==> config.mk <==
export PLATFORM = sky130hd
export DESIGN_NAME = block_liveness_fixpoint
export DESIGN_NICKNAME = d
export VERILOG_FILES = /design/src/rtl/blf_pkg.sv /design/src/rtl/blf_datapath.sv /design/src/rtl/blf_ctrl.sv /design/src/rtl/block_liveness_fixpoint.sv
export SDC_FILE = /design/constraint.sdc
export NUM_CORES = 2
export LEC_CHECK = 0
export ABC_CLOCK_PERIOD_IN_PS = 22100
export BUFFER_PORTS_ARGS = -buffer_cell sky130_fd_sc_hd__buf_2
export CAP_MARGIN = 10
export CORE_ASPECT_RATIO = 1.2
export CORE_UTILIZATION = 55
export DETAILED_ROUTE_END_ITERATION = 6
export PLACE_DENSITY = 0.71
export SETUP_SLACK_MARGIN = 0.05
export SYNTH_ARGS = -nofsm -noshare
export SYNTH_HDL_FRONTEND = slang
export SYNTH_MEMORY_MAX_BITS = 65536
export SYNTH_SLANG_ARGS = --single-unit
==> constraint.sdc <==
create_clock -name i_clk -period 22.1 [get_ports i_clk]
set_input_delay 4.42 -clock i_clk [delete_from_list [all_inputs] [get_ports i_clk]]
set_output_delay 4.42 -clock i_clk [all_outputs]
set_load 0.1 [all_outputs]
==> src/rtl/blf_pkg.sv <==
// Package: constants, record layout and command bundle of the liveness block.
package blf_pkg;

    localparam int MAX_BLOCKS_DEF = 16;
    localparam int NUM_VREGS_DEF  = 64;
    localparam int MAX_SUCCS_DEF  = 2;

    localparam int BIDX_W = 4;   // block index field width
    localparam int SET_W  = 64;  // register set width on the ports
    localparam int CFG_W  = 5;   // block count register width
    localparam int PASS_W = 7;   // pass counter width
    localparam int CMP_W  = 9;   // wide enough for any block count up to 256

    localparam logic [CFG_W-1:0]  BC_RESET   = 5'd16;
    localparam logic [PASS_W-1:0] PASS_LIMIT = 7'd100;

    // One stored block record.
    typedef struct packed {
        logic [SET_W-1:0]  use_set;
        logic [SET_W-1:0]  def_set;
        logic              s1_valid;
        logic [BIDX_W-1:0] s1;
        logic              s2_valid;
        logic [BIDX_W-1:0] s2;
    } t_rec;

    // Commands from the sequencer to the datapath.
    typedef struct packed {
        logic load;      // write the accepted record
        logic clr_live;  // invalidate all live sets
        logic clr_chg;   // clear the change flag
        logic rd_self;   // read record and live sets of the current block
        logic rd_s1;     // latch own sets, read live_in of first successor
        logic rd_s2;     // merge first successor, read live_in of second
        logic upd;       // merge second successor, write back, flag change
    } t_dp_cmd;

endpackage

==> src/rtl/blf_datapath.sv <==
// Datapath: record memory, live set memories and the transfer function.
module blf_datapath #(
    parameter int MAX_BLOCKS = blf_pkg::MAX_BLOCKS_DEF,
    parameter int NUM_VREGS  = blf_pkg::NUM_VREGS_DEF,
    parameter int MAX_SUCCS  = blf_pkg::MAX_SUCCS_DEF,
    localparam int IDX_W = (MAX_BLOCKS > 1) ? $clog2(MAX_BLOCKS) : 1,
    localparam int CNT_W = $clog2(MAX_BLOCKS + 1)
) (
    input  logic                        i_clk,
    input  logic                        i_rst_n,
    input  blf_pkg::t_dp_cmd            i_cmd,
    input  logic [IDX_W-1:0]            i_blk,
    input  logic [CNT_W-1:0]            i_bc,
    input  logic [blf_pkg::BIDX_W-1:0]  i_block_index,
    input  logic [blf_pkg::SET_W-1:0]   i_use_set,
    input  logic [blf_pkg::SET_W-1:0]   i_def_set,
    input  logic                        i_first_succ_valid,
    input  logic [blf_pkg::BIDX_W-1:0]  i_first_succ,
    input  logic                        i_second_succ_valid,
    input  logic [blf_pkg::BIDX_W-1:0]  i_second_succ,
    output logic                        o_chg,
    output logic [blf_pkg::SET_W-1:0]   o_live_in,
    output logic [blf_pkg::SET_W-1:0]   o_live_out
);
    import blf_pkg::*;

    localparam logic [SET_W-1:0] VMASK =
        (NUM_VREGS >= SET_W) ? {SET_W{1'b1}} : ((SET_W'(1) << NUM_VREGS) - SET_W'(1));

    t_rec             rec_mem  [MAX_BLOCKS];
    logic [SET_W-1:0] lin_mem  [MAX_BLOCKS];
    logic [SET_W-1:0] lout_mem [MAX_BLOCKS];

    // One valid bit per block covers both live sets: they are written together.
    logic [MAX_BLOCKS-1:0] r_live_vld;

    t_rec             r_rec_q;
    logic [SET_W-1:0] r_lin_q;
    logic             r_lin_qv;
    logic [SET_W-1:0] r_lout_q;
    logic             r_lout_qv;

    logic [SET_W-1:0] r_acc;
    logic [SET_W-1:0] r_old_in;
    logic [SET_W-1:0] r_old_out;
    logic             r_chg;

    t_rec             wr_rec;
    logic             wr_ok;
    logic             s1_ok;
    logic             s2_ok;
    logic [IDX_W-1:0] lin_addr;
    logic             lin_rd;
    logic [SET_W-1:0] lin_data;
    logic [SET_W-1:0] lout_data;
    logic [SET_W-1:0] new_out;
    logic [SET_W-1:0] new_in;

    always_comb begin
        wr_rec.use_set  = i_use_set & VMASK;
        wr_rec.def_set  = i_def_set & VMASK;
        wr_rec.s1_valid = i_first_succ_valid;
        wr_rec.s1       = i_first_succ;
        wr_rec.s2_valid = i_second_succ_valid;
        wr_rec.s2       = i_second_succ;
        wr_ok = i_cmd.load && (CMP_W'(i_block_index) < CMP_W'(MAX_BLOCKS));
    end

    // Successor takes part only if flagged and inside the active range.
    assign s1_ok = r_rec_q.s1_valid && (CMP_W'(r_rec_q.s1) < CMP_W'(i_bc));
    assign s2_ok = (MAX_SUCCS >= 2) && r_rec_q.s2_valid
                   && (CMP_W'(r_rec_q.s2) < CMP_W'(i_bc));

    always_comb begin
        lin_addr = i_blk;
        if (i_cmd.rd_s1 && s1_ok) begin
            lin_addr = IDX_W'(r_rec_q.s1);
        end else if (i_cmd.rd_s2 && s2_ok) begin
            lin_addr = IDX_W'(r_rec_q.s2);
        end
    end

    assign lin_rd    = i_cmd.rd_self | i_cmd.rd_s1 | i_cmd.rd_s2;
    assign lin_data  = r_lin_qv  ? r_lin_q  : '0;
    assign lout_data = r_lout_qv ? r_lout_q : '0;
    assign new_out   = r_acc | (s2_ok ? lin_data : '0);
    assign new_in    = r_rec_q.use_set | (new_out & ~r_rec_q.def_set);

    // Memories: one write, registered reads.
    always_ff @(posedge i_clk) begin
        if (wr_ok) begin
            rec_mem[IDX_W'(i_block_index)] <= wr_rec;
        end
        if (i_cmd.rd_self) begin
            r_rec_q  <= rec_mem[i_blk];
            r_lout_q <= lout_mem[i_blk];
        end
        if (lin_rd) begin
            r_lin_q <= lin_mem[lin_addr];
        end
        if (i_cmd.upd) begin
            lin_mem[i_blk]  <= new_in;
            lout_mem[i_blk] <= new_out;
        end
    end

    // Working registers of the block step.
    always_ff @(posedge i_clk) begin
        if (i_cmd.rd_s1) begin
            r_old_in  <= lin_data;
            r_old_out <= lout_data;
            r_acc     <= lout_data;
        end else if (i_cmd.rd_s2) begin
            r_acc <= r_acc | (s1_ok ? lin_data : '0);
        end
    end

    // Valid bits and change flag.
    always_ff @(posedge i_clk) begin
        if (!i_rst_n) begin
            r_live_vld <= '0;
            r_lin_qv   <= 1'b0;
            r_lout_qv  <= 1'b0;
            r_chg      <= 1'b0;
        end else begin
            if (i_cmd.clr_live) begin
                r_live_vld <= '0;
            end else if (i_cmd.upd) begin
                r_live_vld[i_blk] <= 1'b1;
            end
            if (lin_rd) begin
                r_lin_qv <= r_live_vld[lin_addr];
            end
            if (i_cmd.rd_self) begin
                r_lout_qv <= r_live_vld[i_blk];
            end
            if (i_cmd.clr_chg) begin
                r_chg <= 1'b0;
            end else if (i_cmd.upd && ((new_out != r_old_out) || (new_in != r_old_in))) begin
                r_chg <= 1'b1;
            end
        end
    end

    assign o_chg      = r_chg;
    assign o_live_in  = lin_data;
    assign o_live_out = lout_data;

endmodule

==> src/rtl/blf_ctrl.sv <==
// Sequencer: load handshake, pass and block counters, result handshake.
module blf_ctrl #(
    parameter int MAX_BLOCKS = blf_pkg::MAX_BLOCKS_DEF,
    localparam int IDX_W = (MAX_BLOCKS > 1) ? $clog2(MAX_BLOCKS) : 1,
    localparam int CNT_W = $clog2(MAX_BLOCKS + 1)
) (
    input  logic                       i_clk,
    input  logic                       i_rst_n,
    input  logic                       i_cfg_we,
    input  logic [blf_pkg::CFG_W-1:0]  i_cfg_wdata,
    input  logic                       i_valid,
    output logic                       o_ready,
    input  logic                       i_last_block,
    output logic                       o_valid,
    input  logic                       i_ready,
    output logic                       o_last_result,
    input  logic                       i_chg,
    output blf_pkg::t_dp_cmd           o_cmd,
    output logic [IDX_W-1:0]           o_blk,
    output logic [CNT_W-1:0]           o_bc
);
    import blf_pkg::*;

    typedef enum logic [8:0] {
        S_IDLE  = 9'b000000001,
        S_START = 9'b000000010,
        S_RD    = 9'b000000100,
        S_SA    = 9'b000001000,
        S_SB    = 9'b000010000,
        S_UPD   = 9'b000100000,
        S_PEND  = 9'b001000000,
        S_ORD   = 9'b010000000,
        S_OSEND = 9'b100000000
    } t_state;

    t_state              r_state, n_state;
    logic [CFG_W-1:0]    r_cfg;
    logic [CNT_W-1:0]    r_bc, n_bc;
    logic [IDX_W-1:0]    r_blk, n_blk;
    logic [PASS_W-1:0]   r_pass, n_pass;
    logic [CNT_W-1:0]    bc_sat;
    logic                is_last;

    // Saturate the configured count to the store depth.
    assign bc_sat  = (CMP_W'(r_cfg) > CMP_W'(MAX_BLOCKS)) ? CNT_W'(MAX_BLOCKS)
                                                          : CNT_W'(r_cfg);
    assign is_last = (CNT_W'(r_blk) == (r_bc - CNT_W'(1)));

    always_comb begin
        n_state = r_state;
        n_bc    = r_bc;
        n_blk   = r_blk;
        n_pass  = r_pass;
        o_cmd   = '0;
        o_ready = 1'b0;
        o_valid = 1'b0;
        case (r_state)
            S_IDLE: begin
                o_ready   = 1'b1;
                o_cmd.load = i_valid;
                if (i_valid && i_last_block) begin
                    n_state = S_START;
                end
            end
            S_START: begin
                o_cmd.clr_live = 1'b1;
                o_cmd.clr_chg  = 1'b1;
                n_bc           = bc_sat;
                n_pass         = PASS_W'(1);
                n_blk          = IDX_W'(bc_sat - CNT_W'(1));
                n_state        = (bc_sat == '0) ? S_IDLE : S_RD;
            end
            S_RD: begin
                o_cmd.rd_self = 1'b1;
                n_state       = S_SA;
            end
            S_SA: begin
                o_cmd.rd_s1 = 1'b1;
                n_state     = S_SB;
            end
            S_SB: begin
                o_cmd.rd_s2 = 1'b1;
                n_state     = S_UPD;
            end
            S_UPD: begin
                o_cmd.upd = 1'b1;
                if (r_blk == '0) begin
                    n_state = S_PEND;
                end else begin
                    n_blk   = r_blk - IDX_W'(1);
                    n_state = S_RD;
                end
            end
            S_PEND: begin
                if (i_chg && (r_pass < PASS_LIMIT)) begin
                    o_cmd.clr_chg = 1'b1;
                    n_pass        = r_pass + PASS_W'(1);
                    n_blk         = IDX_W'(r_bc - CNT_W'(1));
                    n_state       = S_RD;
                end else begin
                    n_blk   = '0;
                    n_state = S_ORD;
                end
            end
            S_ORD: begin
                o_cmd.rd_self = 1'b1;
                n_state       = S_OSEND;
            end
            S_OSEND: begin
                o_valid = 1'b1;
                if (i_ready) begin
                    if (is_last) begin
                        n_state = S_IDLE;
                    end else begin
                        n_blk   = r_blk + IDX_W'(1);
                        n_state = S_ORD;
                    end
                end
            end
            default: begin
                n_state = S_IDLE;
            end
        endcase
    end

    always_ff @(posedge i_clk) begin
        if (!i_rst_n) begin
            r_state <= S_IDLE;
            r_cfg   <= BC_RESET;
            r_bc    <= '0;
            r_blk   <= '0;
            r_pass  <= '0;
        end else begin
            r_state <= n_state;
            r_bc    <= n_bc;
            r_blk   <= n_blk;
            r_pass  <= n_pass;
            if (i_cfg_we) begin
                r_cfg <= i_cfg_wdata;
            end
        end
    end

    assign o_last_result = is_last;
    assign o_blk         = r_blk;
    assign o_bc          = r_bc;

endmodule

==> src/rtl/block_liveness_fixpoint.sv <==
// Top level of the backward liveness fixpoint engine.
//
// Load one record beat per basic block (use set, def set, up to two
// successors). The beat flagged last_block starts the analysis over
// blocks 0 .. N-1, N being the configured block count (it saturates at
// MAX_BLOCKS; a count of zero returns to idle with no results). All live
// sets are invalidated at once, then passes sweep from the highest block
// down to block 0: the live-out set picks up the current live-in set of
// each valid successor and the live-in set becomes use | (live-out & ~def),
// every update seen at once by later blocks. Passes repeat until one
// changes nothing, or 100 passes have run. Each block step reads the
// live-in memory through its single read port (own entry, then each
// successor in turn), then writes back. Results then leave in ascending
// block order, one beat per block; each beat is read from the stores
// before it is offered, and the next only after the last is taken;
// converged is the same on every beat and last_result marks the beat of
// block N-1. No new record is taken from the start of the analysis until
// the last result beat is gone. Stored records persist across runs until
// overwritten; a block never loaded gives undefined results. Write the
// block count only while idle.
module block_liveness_fixpoint #(
    parameter int MAX_BLOCKS = blf_pkg::MAX_BLOCKS_DEF,
    parameter int NUM_VREGS  = blf_pkg::NUM_VREGS_DEF,
    parameter int MAX_SUCCS  = blf_pkg::MAX_SUCCS_DEF
) (
    input  logic                        i_clk,
    input  logic                        i_rst_n,
    // configuration
    input  logic                        i_cfg_we,
    input  logic [blf_pkg::CFG_W-1:0]   i_cfg_wdata,
    // record beats
    input  logic                        i_valid,
    output logic                        o_ready,
    input  logic [blf_pkg::BIDX_W-1:0]  i_block_index,
    input  logic [blf_pkg::SET_W-1:0]   i_use_set,
    input  logic [blf_pkg::SET_W-1:0]   i_def_set,
    input  logic                        i_first_succ_valid,
    input  logic [blf_pkg::BIDX_W-1:0]  i_first_succ,
    input  logic                        i_second_succ_valid,
    input  logic [blf_pkg::BIDX_W-1:0]  i_second_succ,
    input  logic                        i_last_block,
    // result beats
    output logic                        o_valid,
    input  logic                        i_ready,
    output logic [blf_pkg::BIDX_W-1:0]  o_out_block,
    output logic [blf_pkg::SET_W-1:0]   o_live_in,
    output logic [blf_pkg::SET_W-1:0]   o_live_out,
    output logic                        o_converged,
    output logic                        o_last_result
);
    import blf_pkg::*;

    localparam int IDX_W = (MAX_BLOCKS > 1) ? $clog2(MAX_BLOCKS) : 1;
    localparam int CNT_W = $clog2(MAX_BLOCKS + 1);

    t_dp_cmd          dp_cmd;
    logic [IDX_W-1:0] blk;
    logic [CNT_W-1:0] bc;
    logic             chg;

    // Sequencer: owns the handshakes, counters and the block count register.
    blf_ctrl #(
        .MAX_BLOCKS (MAX_BLOCKS)
    ) u_ctrl (
        .i_clk         (i_clk),
        .i_rst_n       (i_rst_n),
        .i_cfg_we      (i_cfg_we),
        .i_cfg_wdata   (i_cfg_wdata),
        .i_valid       (i_valid),
        .o_ready       (o_ready),
        .i_last_block  (i_last_block),
        .o_valid       (o_valid),
        .i_ready       (i_ready),
        .o_last_result (o_last_result),
        .i_chg         (chg),
        .o_cmd         (dp_cmd),
        .o_blk         (blk),
        .o_bc          (bc)
    );

    // Datapath: stores and the per-block transfer function.
    blf_datapath #(
        .MAX_BLOCKS (MAX_BLOCKS),
        .NUM_VREGS  (NUM_VREGS),
        .MAX_SUCCS  (MAX_SUCCS)
    ) u_dp (
        .i_clk               (i_clk),
        .i_rst_n             (i_rst_n),
        .i_cmd               (dp_cmd),
        .i_blk               (blk),
        .i_bc                (bc),
        .i_block_index       (i_block_index),
        .i_use_set           (i_use_set),
        .i_def_set           (i_def_set),
        .i_first_succ_valid  (i_first_succ_valid),
        .i_first_succ        (i_first_succ),
        .i_second_succ_valid (i_second_succ_valid),
        .i_second_succ       (i_second_succ),
        .o_chg               (chg),
        .o_live_in           (o_live_in),
        .o_live_out          (o_live_out)
    );

    // Converged when the final pass left every set unchanged.
    assign o_converged = ~chg;
    assign o_out_block = BIDX_W'(blk);

endmodule

==> flow_summary.json <==
{
  "final.setup.tns_ns": 0,
  "cts_made_buffers": 446,
  "period_share_pct": 38.7,
  "cts_max_level": 5,
  "place.detailed.hpwl_mm": 304,
  "cts.hold.buffers_added": 0,
  "skew_ns": 0.0703,
  "drc": 3,
  "violations": "design-rule violations",
  "die_w_um": 531,
  "post_cts_buffers": 0,
  "r2r_slack_ns": 13.54,
  "hold_viol_final": 0,
  "synth_edf_count": 4714,
  "grt_pass1_wl_mm": 698,
  "syn-num-nets": 8737,
  "syn_to_final_growth_pct": 11.9,
  "end_kind": "output port",
  "vdd_ir_drop_max_mv": 0.0717,
  "ys_seq_area_share_pct": 77.1,
  "synth.most_common_cell": "edfxtp_1",
  "place.gp.congestion": 0.996,
  "synth_commonest_cells": "4714 x edfxtp_1, 1015 x mux4_2, 981 x mux2i_1",
  "crit_fanout": 50,
  "clock_path_buffers": 4,
  "die_area_um2": 338000,
  "cts_resized": 0,
  "rr_worst_depth": 14,
  "setup_violations": 0,
  "pin_count": 289,
  "synth.top_cell.area_share_pct": 76.6,
  "yosysWarnings": 0,
  "holdCritPathClass": "reg2reg",
  "routed_wirelength_mm": 505,
  "initial_utilization_pct": 55.4,
  "rsz0062_at_grt": "no",
  "critPathRequiredTime_ns": 17.68,
  "dr.pass1.iters": 7,
  "min_period_ns": 8.56,
  "post_synth_inst_count": 8572,
  "ys_seq_elements": 4763,
  "fp-row-count": 232,
  "status": "finished with violations",
  "yosysUniqueCellTypes": 70,
  "drv_cap": 0,
  "drive_gt1_share_pct": 23.4,
  "portBuffers": 288,
  "grt_max_degree": 133,
  "rr_startpoint": "u_ctrl.r_state[7]$_SDFFE_PN0P_",
  "async_flop_share_pct": 0,
  "worstReg2RegEnd": "u_dp.r_lin_q[30]$_DFFE_PP_",
  "synthFlopType": "edfxtp_1",
  "crit_path_end": "o_live_in[5]",
  "fmax_mhz": 117,
  "antenna_left": 0,
  "viasPerCell": 6.53,
  "synth_area_leader_cell": "edfxtp_1",
  "ys_top_cells_by_area": "edfxtp_1 77%, mux4_2 12%, mux2i_1 5.3%",
  "slew_violations": 0,
  "gr-usage-all-layers_pct": 29.8,
  "path_class": "reg2out",
  "cts_sinks": 4763,
  "fin_nets": 9292,
  "cp-start-kind": "flip-flop",
  "hold_start": "u_ctrl.r_pass[1]$_SDFFE_PN0P_",
  "worstMarginPinSlew_ns": 1.30,
  "avgSynthCellArea_um2": 21.6,
  "grt_pass1_vias": 91208,
  "vias": 91380,
  "first_iter_violations": 11732,
  "place_area_um2": 193000,
  "core_um2": 334000,
  "slew_headroom_pct": 12.8,
  "whs_path_depth": 2,
  "cts-root-buf": "clkbuf_16",
  "grt_antenna_before_repair": 105,
  "synth_area_um2": 185000,
  "die_height_um": 637,
  "clk_latency_ns": 1.00,
  "power_density_nw_per_um2": 85.0,
  "cts_tree": "yes",
  "fin_hold_ws_ns": 0.491,
  "startpoint": "u_dp.r_lin_qv$_SDFFE_PN0P_",
  "overflow": 0,
  "total_power_mw": 17.6,
  "leakagePower_nw": 66.8,
  "wire_per_inst_um": 36.1,
  "clk_pin_slew_ns": 0.07,
  "worstPathArrival_ns": 4.14,
  "stdcell_area_um2": 207000
}
==> where the power goes <==
| group | leakage [nW] | internal (mW) | switching, mW |
|---|---|---|---|
| clock | 6.86 | 4.16 | 3.27 |
| sequential | 42.8 | 9.90 | 0.0138 |
| combinational | 17.2 | 0.0812 | 0.165 |
==> state kept, by name, indices dropped and copies added (netlist names) <==
register	flops
u_ctrl.o_bc	5
u_ctrl.o_blk	4
u_ctrl.r_cfg	5
u_ctrl.r_pass	7
u_ctrl.r_state	9
u_dp.lin_mem	1024
u_dp.lout_mem	1024
u_dp.o_chg	1
u_dp.r_acc	64
u_dp.r_lin_q	64
u_dp.r_lin_qv	1
u_dp.r_live_vld	16
u_dp.r_lout_q	64
u_dp.r_lout_qv	1
u_dp.r_old_in	64
u_dp.r_old_out	64
u_dp.r_rec_q	138
u_dp.rec_mem	2208
==> area by class of cell <==
cell class,count,area (µm²)
sequential,4763,143000
fill,22399,127000
multi-input combinational,3175,40200
clock buffer,549,11700
tap,4446,5560
timing repair buffer,510,3380
clock inverter,278,2320
inverter,231,872
antenna,32,80.1
==> how the worst min path moves through the flow <==
stage	to
finish	u_ctrl.r_pass[1]$_SDFFE_PN0P_
global route	u_dp.r_live_vld[14]$_SDFFE_PP0P_
CTS	u_ctrl.r_pass[1]$_SDFFE_PN0P_
detailed placement	u_ctrl.r_pass[1]$_SDFFE_PN0P_
global placement	u_ctrl.r_pass[6]$_SDFFE_PN0P_
floorplan	u_ctrl.r_pass[6]$_SDFFE_PN0P_
==> cells in the final DEF, fill, tap and decap left out, types with 95 or more instances in the layout <==
cell | netlist | routed
a21oi_1 | 185 | 184
clkbuf_16 | 0 | 454
mux2i_1 | 981 | 981
inv_1 | 229 | 229
clkinv_1 | 1 | 116
clkbuf_1 | 211 | 95
nand2_1 | 97 | 95
mux4_2 | 1015 | 1015
buf_4 | 14 | 199
nor2_1 | 192 | 166
buf_2 | 68 | 288
edfxtp_1 | 4714 | 4714
==> cell families after synthesis <==
family,synth area share (%)
adder cells (fa/ha/maj),0.0853
buffers and inverters,1.36
flip-flops,77.1
XOR/XNOR,0.289
multiplexers,17.7
AO/OA/AOI/OAI,1.76
AND/OR/NAND/NOR,1.70
==> per-stage QoR <==
stage          worst slack (ns)  std cells  utilization [%]
5_1_grt                   13.04      13962             62.0
6_report                  13.54      13984             62.0
4_1_cts                   13.60      13951             62.0
3_5_place_dp              13.42      13124             57.7
2_1_floorplan              6.97       8572                -
3_3_place_gp              13.43      13123             57.7
==> routing by layer <==
metal | track usage (%) | wire length, µm
met4 | 13.0 | 25600
met3 | 6.60 | 50400
met1 | 39.6 | 185000
met5 | 0 | 401
met2 | 47.5 | 243000
==> worst max-delay path: stages, from the launching register on <==
cell and delay, ns:
dfxtp_2 0.78, buf_4 0.70, inv_1 0.40, nor2_1 0.67
buf_2 0.56
No activity file was read; power rests on OpenSTA's default activity.
